--- src/sv/bba_pkg.sv ---
package bba_pkg;

   localparam int CMD_W = 1;
   localparam int REQ_W = 14;
   localparam int ADDR_W = 32;
   localparam int STATUS_W = 3;

   localparam logic CMD_ALLOC = 1'b0;
   localparam logic CMD_FREE = 1'b1;

   localparam logic [2:0] ST_OK = 3'd0;
   localparam logic [2:0] ST_ZERO_SIZE = 3'd1;
   localparam logic [2:0] ST_ABOVE_MAX = 3'd2;
   localparam logic [2:0] ST_BELOW_MIN = 3'd3;
   localparam logic [2:0] ST_ORDER_BIG = 3'd4;
   localparam logic [2:0] ST_NO_BLOCK = 3'd5;
   localparam logic [2:0] ST_BAD_FREE = 3'd6;

   localparam logic [2:0] REG_ORDER_LIMIT = 3'd0;
   localparam logic [2:0] REG_HEAP_BASE = 3'd1;
   localparam logic [2:0] REG_MAX_ON = 3'd2;
   localparam logic [2:0] REG_MAX_REQ = 3'd3;
   localparam logic [2:0] REG_MIN_ON = 3'd4;
   localparam logic [2:0] REG_MIN_REQ = 3'd5;

   typedef enum logic [11:0] {
      S_IDLE     = 12'b000000000001,
      S_CLEAR    = 12'b000000000010,
      S_CHECK    = 12'b000000000100,
      S_SIZE     = 12'b000000001000,
      S_SCAN     = 12'b000000010000,
      S_SCAN_RD  = 12'b000000100000,
      S_SPLIT    = 12'b000001000000,
      S_FREE_CHK = 12'b000010000000,
      S_FREE_RD  = 12'b000100000000,
      S_MERGE    = 12'b001000000000,
      S_MERGE_RD = 12'b010000000000,
      S_DONE     = 12'b100000000000
   } state_type;

endpackage

--- src/sv/bba_map.sv ---
module bba_map #(
   parameter int DEPTH = 511,
   parameter int AW = 9,
   parameter int W = 1
) (
   input  logic          clock,
   input  logic          wr_en,
   input  logic [AW-1:0] wr_addr,
   input  logic [W-1:0]  wr_data,
   input  logic [AW-1:0] rd_addr,
   output logic [W-1:0]  rd_data
);

   logic [W-1:0] mem [DEPTH];
   logic [W-1:0] rd_data_ff;

   always_ff @(posedge clock) begin
      if (wr_en) begin
         mem[wr_addr] <= wr_data;
      end
      rd_data_ff <= mem[rd_addr];
   end

   assign rd_data = rd_data_ff;

endmodule

--- src/sv/buddy_block_allocator.sv ---
// Binary buddy allocator. Each item is an allocate or a free command and
// gives exactly one result item. A small sequencer steps through the
// orders: an allocate first scans the free map block by block from the
// requested order upward (one map read per block), then splits down one
// order per cycle; a free merges one order per pass through S_MERGE and
// S_MERGE_RD. After reset, and after a write of order_limit while idle, a
// clearing pass wipes both maps, and no item is accepted meanwhile.
module buddy_block_allocator #(
   parameter int MIN_BLOCK_BYTES = 32,
   parameter int HEAP_ORDER = 8,
   parameter int HEADER_BYTES = 16
) (
   input  logic        clock,
   input  logic        reset,
   input  logic        req_tvalid,
   output logic        req_tready,
   input  logic [47:0] req_tdata,  // command, request_bytes, free_address
   output logic        rsp_tvalid,
   input  logic        rsp_tready,
   output logic [39:0] rsp_tdata,  // block_address, status
   input  logic        csr_wr_en,
   input  logic [2:0]  csr_index,
   input  logic [31:0] csr_data
);

   localparam int UNITS = 1 << HEAP_ORDER;
   localparam int MAP_SIZE = (1 << (HEAP_ORDER + 1)) - 1;
   localparam int MAW = HEAP_ORDER + 1;
   localparam int UW = (HEAP_ORDER > 0) ? HEAP_ORDER : 1;
   localparam int OW = 5;
   localparam int MB_SH = $clog2(MIN_BLOCK_BYTES);
   localparam logic [OW-1:0] MAXO = OW'(HEAP_ORDER);

   bba_pkg::state_type state_ff, state_in;

   logic [3:0] order_limit_ff;
   logic [31:0] heap_base_ff;
   logic max_on_ff, min_on_ff;
   logic [13:0] max_req_ff, min_req_ff;

   logic cmd_ff;
   logic [13:0] size_ff;
   logic [31:0] faddr_ff;
   logic [OW-1:0] k_ff, k_in, j_ff, j_in, lim;
   logic [UW:0] idx_ff, idx_in;
   logic [UW-1:0] unit_ff, unit_in;
   logic [31:0] out_addr_ff, out_addr_in;
   logic [2:0] out_st_ff, out_st_in;
   logic [UW:0] clr_ff, clr_in;

   logic fm_we, go_we;
   logic [MAW-1:0] fm_wa, fm_ra;
   logic fm_wd, fm_rd;
   logic [UW-1:0] go_wa, go_ra;
   logic [OW-1:0] go_wd, go_rd;

   bba_map #(.DEPTH(MAP_SIZE), .AW(MAW), .W(1)) u_free (
      .clock(clock), .wr_en(fm_we), .wr_addr(fm_wa), .wr_data(fm_wd),
      .rd_addr(fm_ra), .rd_data(fm_rd));
   bba_map #(.DEPTH(UNITS), .AW(UW), .W(OW)) u_grant (
      .clock(clock), .wr_en(go_we), .wr_addr(go_wa), .wr_data(go_wd),
      .rd_addr(go_ra), .rd_data(go_rd));

   function automatic logic [MAW-1:0] slot(input logic [OW-1:0] k, input logic [UW:0] idx);
      logic [MAW+1:0] base;
      logic [MAW+1:0] pos;
      base = (MAW+2)'(1) << MAW;
      base = base - (((MAW+2)'(1) << MAW) >> k);
      pos = base + ((MAW+2)'(idx) & ((((MAW+2)'(1) << HEAP_ORDER) >> k) - 1'b1));
      slot = (pos < (MAW+2)'(MAP_SIZE)) ? pos[MAW-1:0] : '0;
   endfunction

   assign lim = (OW'(order_limit_ff) > MAXO) ? MAXO : OW'(order_limit_ff);

   logic [32:0] rel;
   logic [UW+1:0] scan_n;
   assign rel = {1'b0, faddr_ff - heap_base_ff - 32'(HEADER_BYTES)};
   assign scan_n = (UW+2)'(1) << (lim - j_ff);

   always_comb begin
      state_in = state_ff;
      k_in = k_ff; j_in = j_ff; idx_in = idx_ff; unit_in = unit_ff;
      out_addr_in = out_addr_ff; out_st_in = out_st_ff; clr_in = clr_ff;
      fm_we = 1'b0; fm_wa = slot(j_ff, idx_ff); fm_wd = 1'b0; fm_ra = slot(j_ff, idx_ff);
      go_we = 1'b0; go_wa = unit_ff; go_wd = '0; go_ra = unit_ff;
      case (state_ff)
         bba_pkg::S_IDLE: begin
            if (csr_wr_en && csr_index == bba_pkg::REG_ORDER_LIMIT) begin
               clr_in = '0;
               state_in = bba_pkg::S_CLEAR;
            end else if (req_tvalid) begin
               out_addr_in = '0;
               out_st_in = bba_pkg::ST_OK;
               state_in = (req_tdata[0] == bba_pkg::CMD_FREE) ?
                  bba_pkg::S_FREE_CHK : bba_pkg::S_CHECK;
            end
         end
         bba_pkg::S_CLEAR: begin
            fm_we = 1'b1;
            fm_wa = MAW'(clr_ff);
            go_we = 1'b1;
            go_wa = clr_ff[UW-1:0];
            clr_in = clr_ff + 1'b1;
            if (clr_ff == (UW+1)'(MAP_SIZE - 1)) begin
               state_in = bba_pkg::S_SPLIT;
               j_in = lim; k_in = lim; idx_in = '0;
            end
         end
         bba_pkg::S_CHECK: begin
            k_in = '0;
            if (size_ff == '0) begin
               out_st_in = bba_pkg::ST_ZERO_SIZE; state_in = bba_pkg::S_DONE;
            end else if (max_on_ff && size_ff > max_req_ff) begin
               out_st_in = bba_pkg::ST_ABOVE_MAX; state_in = bba_pkg::S_DONE;
            end else if (min_on_ff && size_ff < min_req_ff) begin
               out_st_in = bba_pkg::ST_BELOW_MIN; state_in = bba_pkg::S_DONE;
            end else begin
               state_in = bba_pkg::S_SIZE;
            end
         end
         bba_pkg::S_SIZE: begin
            if ((64'(MIN_BLOCK_BYTES) << k_ff) < 64'(size_ff) + 64'(HEADER_BYTES)
                && k_ff <= MAXO) begin
               k_in = k_ff + 1'b1;
            end else if (k_ff > lim) begin
               out_st_in = bba_pkg::ST_ORDER_BIG; state_in = bba_pkg::S_DONE;
            end else begin
               j_in = k_ff; idx_in = '0; state_in = bba_pkg::S_SCAN;
            end
         end
         bba_pkg::S_SCAN: begin
            state_in = bba_pkg::S_SCAN_RD;
         end
         bba_pkg::S_SCAN_RD: begin
            if (fm_rd) begin
               fm_we = 1'b1;
               state_in = bba_pkg::S_SPLIT;
            end else if ((UW+2)'(idx_ff) + 1'b1 < scan_n) begin
               idx_in = idx_ff + 1'b1; state_in = bba_pkg::S_SCAN;
            end else if (j_ff < lim) begin
               j_in = j_ff + 1'b1; idx_in = '0; state_in = bba_pkg::S_SCAN;
            end else begin
               out_st_in = bba_pkg::ST_NO_BLOCK; state_in = bba_pkg::S_DONE;
            end
         end
         bba_pkg::S_SPLIT: begin
            if (cmd_ff == bba_pkg::CMD_ALLOC || j_ff > k_ff) begin
               if (j_ff > k_ff) begin
                  j_in = j_ff - 1'b1;
                  idx_in = idx_ff << 1;
                  fm_we = 1'b1; fm_wd = 1'b1;
                  fm_wa = slot(j_ff - 1'b1, (idx_ff << 1) + 1'b1);
               end else begin
                  unit_in = UW'(idx_ff << k_ff);
                  go_we = 1'b1; go_wa = UW'(idx_ff << k_ff); go_wd = k_ff + 1'b1;
                  out_addr_in = heap_base_ff + 32'((32'(UW'(idx_ff << k_ff))) << MB_SH)
                                + 32'(HEADER_BYTES);
                  state_in = bba_pkg::S_DONE;
               end
            end else begin
               fm_we = 1'b1; fm_wd = 1'b1; fm_wa = slot(j_ff, '0);
               state_in = bba_pkg::S_IDLE;
            end
         end
         bba_pkg::S_FREE_CHK: begin
            if (rel >= (33'(MIN_BLOCK_BYTES) << lim) || rel[MB_SH-1:0] != '0) begin
               out_st_in = bba_pkg::ST_BAD_FREE; state_in = bba_pkg::S_DONE;
            end else begin
               unit_in = UW'(rel >> MB_SH);
               go_ra = UW'(rel >> MB_SH);
               state_in = bba_pkg::S_FREE_RD;
            end
         end
         bba_pkg::S_FREE_RD: begin
            if (go_rd == '0 || go_rd - 1'b1 > lim) begin
               out_st_in = bba_pkg::ST_BAD_FREE; state_in = bba_pkg::S_DONE;
            end else begin
               go_we = 1'b1;
               k_in = go_rd - 1'b1;
               idx_in = (UW+1)'(unit_ff) >> (go_rd - 1'b1);
               state_in = bba_pkg::S_MERGE;
            end
         end
         bba_pkg::S_MERGE: begin
            fm_ra = slot(k_ff, idx_ff ^ 1'b1);
            if (k_ff < lim) begin
               state_in = bba_pkg::S_MERGE_RD;
            end else begin
               fm_we = 1'b1; fm_wd = 1'b1; fm_wa = slot(k_ff, idx_ff);
               state_in = bba_pkg::S_DONE;
            end
         end
         bba_pkg::S_MERGE_RD: begin
            if (fm_rd) begin
               fm_we = 1'b1; fm_wa = slot(k_ff, idx_ff ^ 1'b1);
               idx_in = idx_ff >> 1; k_in = k_ff + 1'b1;
               state_in = bba_pkg::S_MERGE;
            end else begin
               fm_we = 1'b1; fm_wd = 1'b1; fm_wa = slot(k_ff, idx_ff);
               state_in = bba_pkg::S_DONE;
            end
         end
         bba_pkg::S_DONE: begin
            if (rsp_tready) state_in = bba_pkg::S_IDLE;
         end
         default: state_in = bba_pkg::S_IDLE;
      endcase
   end

   always_ff @(posedge clock) begin
      if (reset) begin
         state_ff <= bba_pkg::S_CLEAR;
         clr_ff <= '0;
         order_limit_ff <= 4'd8;
         heap_base_ff <= '0;
         max_on_ff <= 1'b0;
         max_req_ff <= 14'd8192;
         min_on_ff <= 1'b0;
         min_req_ff <= '0;
         cmd_ff <= bba_pkg::CMD_ALLOC;
      end else begin
         state_ff <= state_in;
         clr_ff <= clr_in;
         if (state_ff == bba_pkg::S_CLEAR) cmd_ff <= bba_pkg::CMD_FREE;
         if (req_tvalid && req_tready) cmd_ff <= req_tdata[0];
         if (csr_wr_en) begin
            case (csr_index)
               bba_pkg::REG_ORDER_LIMIT: order_limit_ff <= csr_data[3:0];
               bba_pkg::REG_HEAP_BASE: heap_base_ff <= csr_data;
               bba_pkg::REG_MAX_ON: max_on_ff <= csr_data[0];
               bba_pkg::REG_MAX_REQ: max_req_ff <= csr_data[13:0];
               bba_pkg::REG_MIN_ON: min_on_ff <= csr_data[0];
               bba_pkg::REG_MIN_REQ: min_req_ff <= csr_data[13:0];
               default: ;
            endcase
         end
      end
   end

   always_ff @(posedge clock) begin
      k_ff <= k_in; j_ff <= j_in; idx_ff <= idx_in; unit_ff <= unit_in;
      out_addr_ff <= out_addr_in; out_st_ff <= out_st_in;
      if (req_tvalid && req_tready) begin
         size_ff <= req_tdata[14:1];
         faddr_ff <= req_tdata[46:15];
      end
   end

   assign req_tready = (state_ff == bba_pkg::S_IDLE) &&
      !(csr_wr_en && csr_index == bba_pkg::REG_ORDER_LIMIT);
   assign rsp_tvalid = (state_ff == bba_pkg::S_DONE);
   assign rsp_tdata = {5'b0, out_st_ff, out_addr_ff};

   a_one_hot: assert property (@(posedge clock) disable iff (reset) $onehot(state_ff))
      else $error("state not one-hot");
   a_fail_zero: assert property (@(posedge clock) disable iff (reset)
      rsp_tvalid && out_st_ff != bba_pkg::ST_OK |-> out_addr_ff == '0)
      else $error("failed result carries an address");
   a_no_accept_busy: assert property (@(posedge clock) disable iff (reset)
      rsp_tvalid |-> !req_tready)
      else $error("accept while result pending");

endmodule
--- config.mk ---
export PLATFORM = sky130hd
export DESIGN_NAME = buddy_block_allocator
export DESIGN_NICKNAME = d
export VERILOG_FILES = /design/src/sv/bba_pkg.sv /design/src/sv/bba_map.sv /design/src/sv/buddy_block_allocator.sv
export SDC_FILE = /design/constraint.sdc
export NUM_CORES = 2
export LEC_CHECK = 0
export BUFFER_PORTS_ARGS = -buffer_cell sky130_fd_sc_hd__clkbuf_2
export CAP_MARGIN = 20
export CORE_ASPECT_RATIO = 0.7
export CORE_MARGIN = 1
export CORE_UTILIZATION = 40
export CTS_CLUSTER_SIZE = 8
export DETAILED_ROUTE_END_ITERATION = 10
export HOLD_SLACK_MARGIN = 0.1
export PLACE_DENSITY_LB_ADDON = 0.05
export SETUP_SLACK_MARGIN = 0.4
export SLEW_MARGIN = 20
export SYNTH_ARGS = -nofsm -noshare
export SYNTH_HDL_FRONTEND = slang
export SYNTH_SLANG_ARGS = --single-unit
--- constraint.sdc ---
create_clock -name clock -period 12.94 [get_ports clock]
set_input_delay 1.294 -clock clock [delete_from_list [all_inputs] [get_ports clock]]
set_output_delay 1.294 -clock clock [all_outputs]
set_load 0.05 [all_outputs]
==> impl_metrics.toml <==
[worst_hold_path]
worstHoldStart = "min_req_ff[3]"
hold_class = "flip-flop to flip-flop"

[synthesis]
synth_fa_ha_area_share_pct = 2.83
synth_edf_count = 1899
yosysWarnings = 0
async_reset_ff_share_pct = 0
synth_xor_area_share_pct = 1.06
syn_area_um2 = 93700
synthCells = 8172
yosys_register_bits = 1993
synth-compound-area-share_pct = 9.67
yosys.area_share.simple_pct = 16.2
yosysSeqAreaShare_pct = 62.9
ys_types = 108
synth_mux_area_share_pct = 3.89
synth_top_family_by_area = "simple AND/OR/NAND/NOR gates"
synth_ff_type = "edfxtp_1"
syn_avg_cell_area_um2 = 11.5

[power_and_ir_drop]
leakage_uw = 0.0360
p_switching_uw = 7990
p_int_uw = 13200
pwr_density_cell_nw_per_um2 = 200
p_sw_share_pct = 37.8
power.share.clock_pct = 32.4
comb_power_share_pct = 32.3
pwr-share-seq_pct = 35.3
max-vdd-ir-drop_mv = 0.222

[sta]
final-hold-violation-count = 0
worstMarginPinSlew_ps = 1270
fin_crit_sh_pct = 71.4
setup_tns_ps = 0
fin_worst_skew_ps = 77.4
period_minus_slack_ps = 9250
drv_slew = 0
holdWs_ps = 453
rsz0062_at_grt = "no"
fmax_mhz = 108
finalSetupViolCount = 0
slew_headroom_pct = 15.4

[routing]
vias_per_cell = 5.83
drc = 0
first_pass_iters = 6
antenna_left = 0
routed_wl_um = 307000
via_count = 66500
drt_iter0_drc = 7502
wl_per_cell_um = 26.9

[place]
portBuffers = 123
gp_congestion = 0.876
dp_hpwl_um = 191000
place_inst = 11000

[floorplan]
rows = 148
die_h_um = 407
dieArea_um2 = 236000
pin_count = 130
core_area_um2 = 233000
die-width_um = 580
initial_core_util_pct = 40.3

[worst_setup_path]
critPathMaxStageDelay_ps = 770
path_delay_family = "compound AO/OA/AOI/OAI gates"
critPathArrivalTime_ps = 10010
worstPathRequired_ps = 13700
path_cells = "ha_1 > ha_1 > or3b_2 > ha_1 > o21ai_0 > a31oi_1 > ha_1 > o21ai_0 > o21ai_0 > a21oi_1 > a31oi_1 > nand4_1 > o2111ai_1 > o31a_2 > buf_4 > buf_4 > nand2_1 > a21oi_1 > nor4_1 > a211oi_1 > a211oi_1 > a211oi_1 > nand2_1 > nand3_1"
endpoint_kind = "flip-flop"
startpoint = "k_ff[1]"
r2r_start = "k_ff[1]"
worstSetupPathType = "flip-flop to flip-flop"
path_buf_inv = 2
startpoint_type = "flip-flop"
cp_slowest_cell = "a31oi_1"
crit_top_cell = "ha_1"
cp_max_fo = 46

[cts]
cts_hold_buf = 0
clockRootBuffer = "clkbuf_16"
htreeDepth = 5
postCtsSetupBuffers = 0
cts_buffers = 292
cts_tree = "done"
insertion_delay_ps = 880
clock_path_buffers = 4
cts_resized = 0
clk_pin_slew_ps = 60
clock-sinks = 1993

[global_route]
grt_overflow_total = 0
grt_pass1_vias = 62300
grt_antenna_before_repair = 23
grt_first_pass_wirelength_um = 440000
grt_max_degree = 185
grt.total_usage_pct = 25.4

[cells_and_area]
finalNonFillerCells = 11400
drive_above_1_share_pct = 9.87
area_delta_synth_final_pct = 12.8
layout.nets = 8537

[job]
cap_violations = 0

[run_status]
outcome = "finished clean"
-- power groups by stage --
stage / clock network (µW) / logic, µW / registers, µW
2_1_floorplan: 0 / 3910 / 7540
3_3_place_gp: 0 / 6640 / 7580
3_5_place_dp: 0 / 6670 / 7590
4_1_cts: 7000 / 6700 / 7470
5_1_grt: 7220 / 7250 / 7480
6_report: 6860 / 6830 / 7470
-- per-layer routing --
layer,track usage (%),wire (µm)
met5,0,13
met4,5.58,6040
met3,5.62,26700
met2,35.7,126000
met1,39.5,148000
-- synth_stat cells, drive strengths merged (27+ instances only) --
library cell,n,area (µm²)
nand2,1419,5330
o21ai,166,838
mux2,72,822
dfxtp,94,1880
a31oi,110,688
a2111oi,40,363
clkbuf,280,1050
nor2b,40,250
xnor2,57,499
ha,201,2510
nand3,437,2190
o211ai,38,295
inv,219,822
nor2,1022,3840
a21oi,298,1500
a211oi,104,796
a311oi,47,412
a22oi,51,383
nor4,59,450
xor2,56,490
nand4,93,582
buf,247,1330
and2,34,213
a21o,70,526
o22ai,49,313
and3,132,826
mux2i,277,2770
a21boi,27,203
edfxtp,1899,57000
a32oi,39,342
nor3,65,352
-- worst min-delay path, cell delays in order (launching register included) --
cell and delay [ps]:
dfxtp_1 300, nand2_1 50, a21oi_1 50
-- cell usage in the layout, fill, tap and decap left out, types with 51 or more instances in the layout --
master	instances
a31oi_1	108
nor3_1	60
nand3_1	437
xnor2_1	56
nand4_1	93
clkbuf_2	122
nand2_1	1386
xor2_1	56
a21o_1	70
a21oi_1	296
dfxtp_1	94
edfxtp_1	1899
o21ai_0	158
clkbuf_16	297
a211oi_1	99
buf_4	152
ha_1	201
nor2_1	1013
mux2_2	68
a22oi_1	51
mux2i_1	268
inv_1	218
and3_1	132
-- logic make-up (layout without fill, tap and decap cells) --
kind of cell,Yosys count,in the layout
adder cells (fa/ha/maj),208,208
AO/OA/AOI/OAI,1304,1304
buffers and inverters,749,877
multiplexers,351,351
AND/OR/NAND/NOR,3452,3452
flip-flops,1993,1993
other,2,23
XOR/XNOR,113,113
-- state kept, by name, summed over array words and instances (netlist names) --
signal,flops
u_free.mem,511
u_free.rd_data,1
j_ff,5
order_limit_ff,4
u_grant.mem,1280
cmd_ff,1
out_st_ff,3
k_ff,5
min_req_ff,14
max_req_ff,14
out_addr_ff,32
size_ff,14
idx_ff,9
heap_base_ff,32
clr_ff,9
state_ff,12
faddr_ff,32
min_on_ff,1
u_grant.rd_data,5
unit_ff,8
max_on_ff,1
-- path summary, 6_finish.rpt --
kind,end,slack [ps],cells past startpoint
min,min_req_ff[3],450,2
max,u_free.rd_data,3690,24
max reg2reg,u_free.rd_data,3690,24
min reg2reg,min_req_ff[3],450,2
-- metrics by stage --
stage	power, µW	worst slack [ps]	utilization [%]	instance area [µm²]
5_1_grt	22000	3190	45.4	106000
6_report	21200	3690	45.4	106000
4_1_cts	21200	3840	45.4	106000
3_5_place_dp	14300	3850	42.0	97800
3_3_place_gp	14200	3860	42.0	97800
2_1_floorplan	11400	3330	-	93700
-- cell type report --
cell class / count / area [µm²]
antenna: 11 / 27.5
clock buffer: 347 / 7630
clock inverter: 16 / 220
fill: 21400 / 127000
inverter: 222 / 833
multi-input combinational: 5440 / 32100
sequential: 1993 / 58900
tap: 3075 / 3850
timing repair buffer: 292 / 2080
No activity file was read; power rests on OpenSTA's default activity.
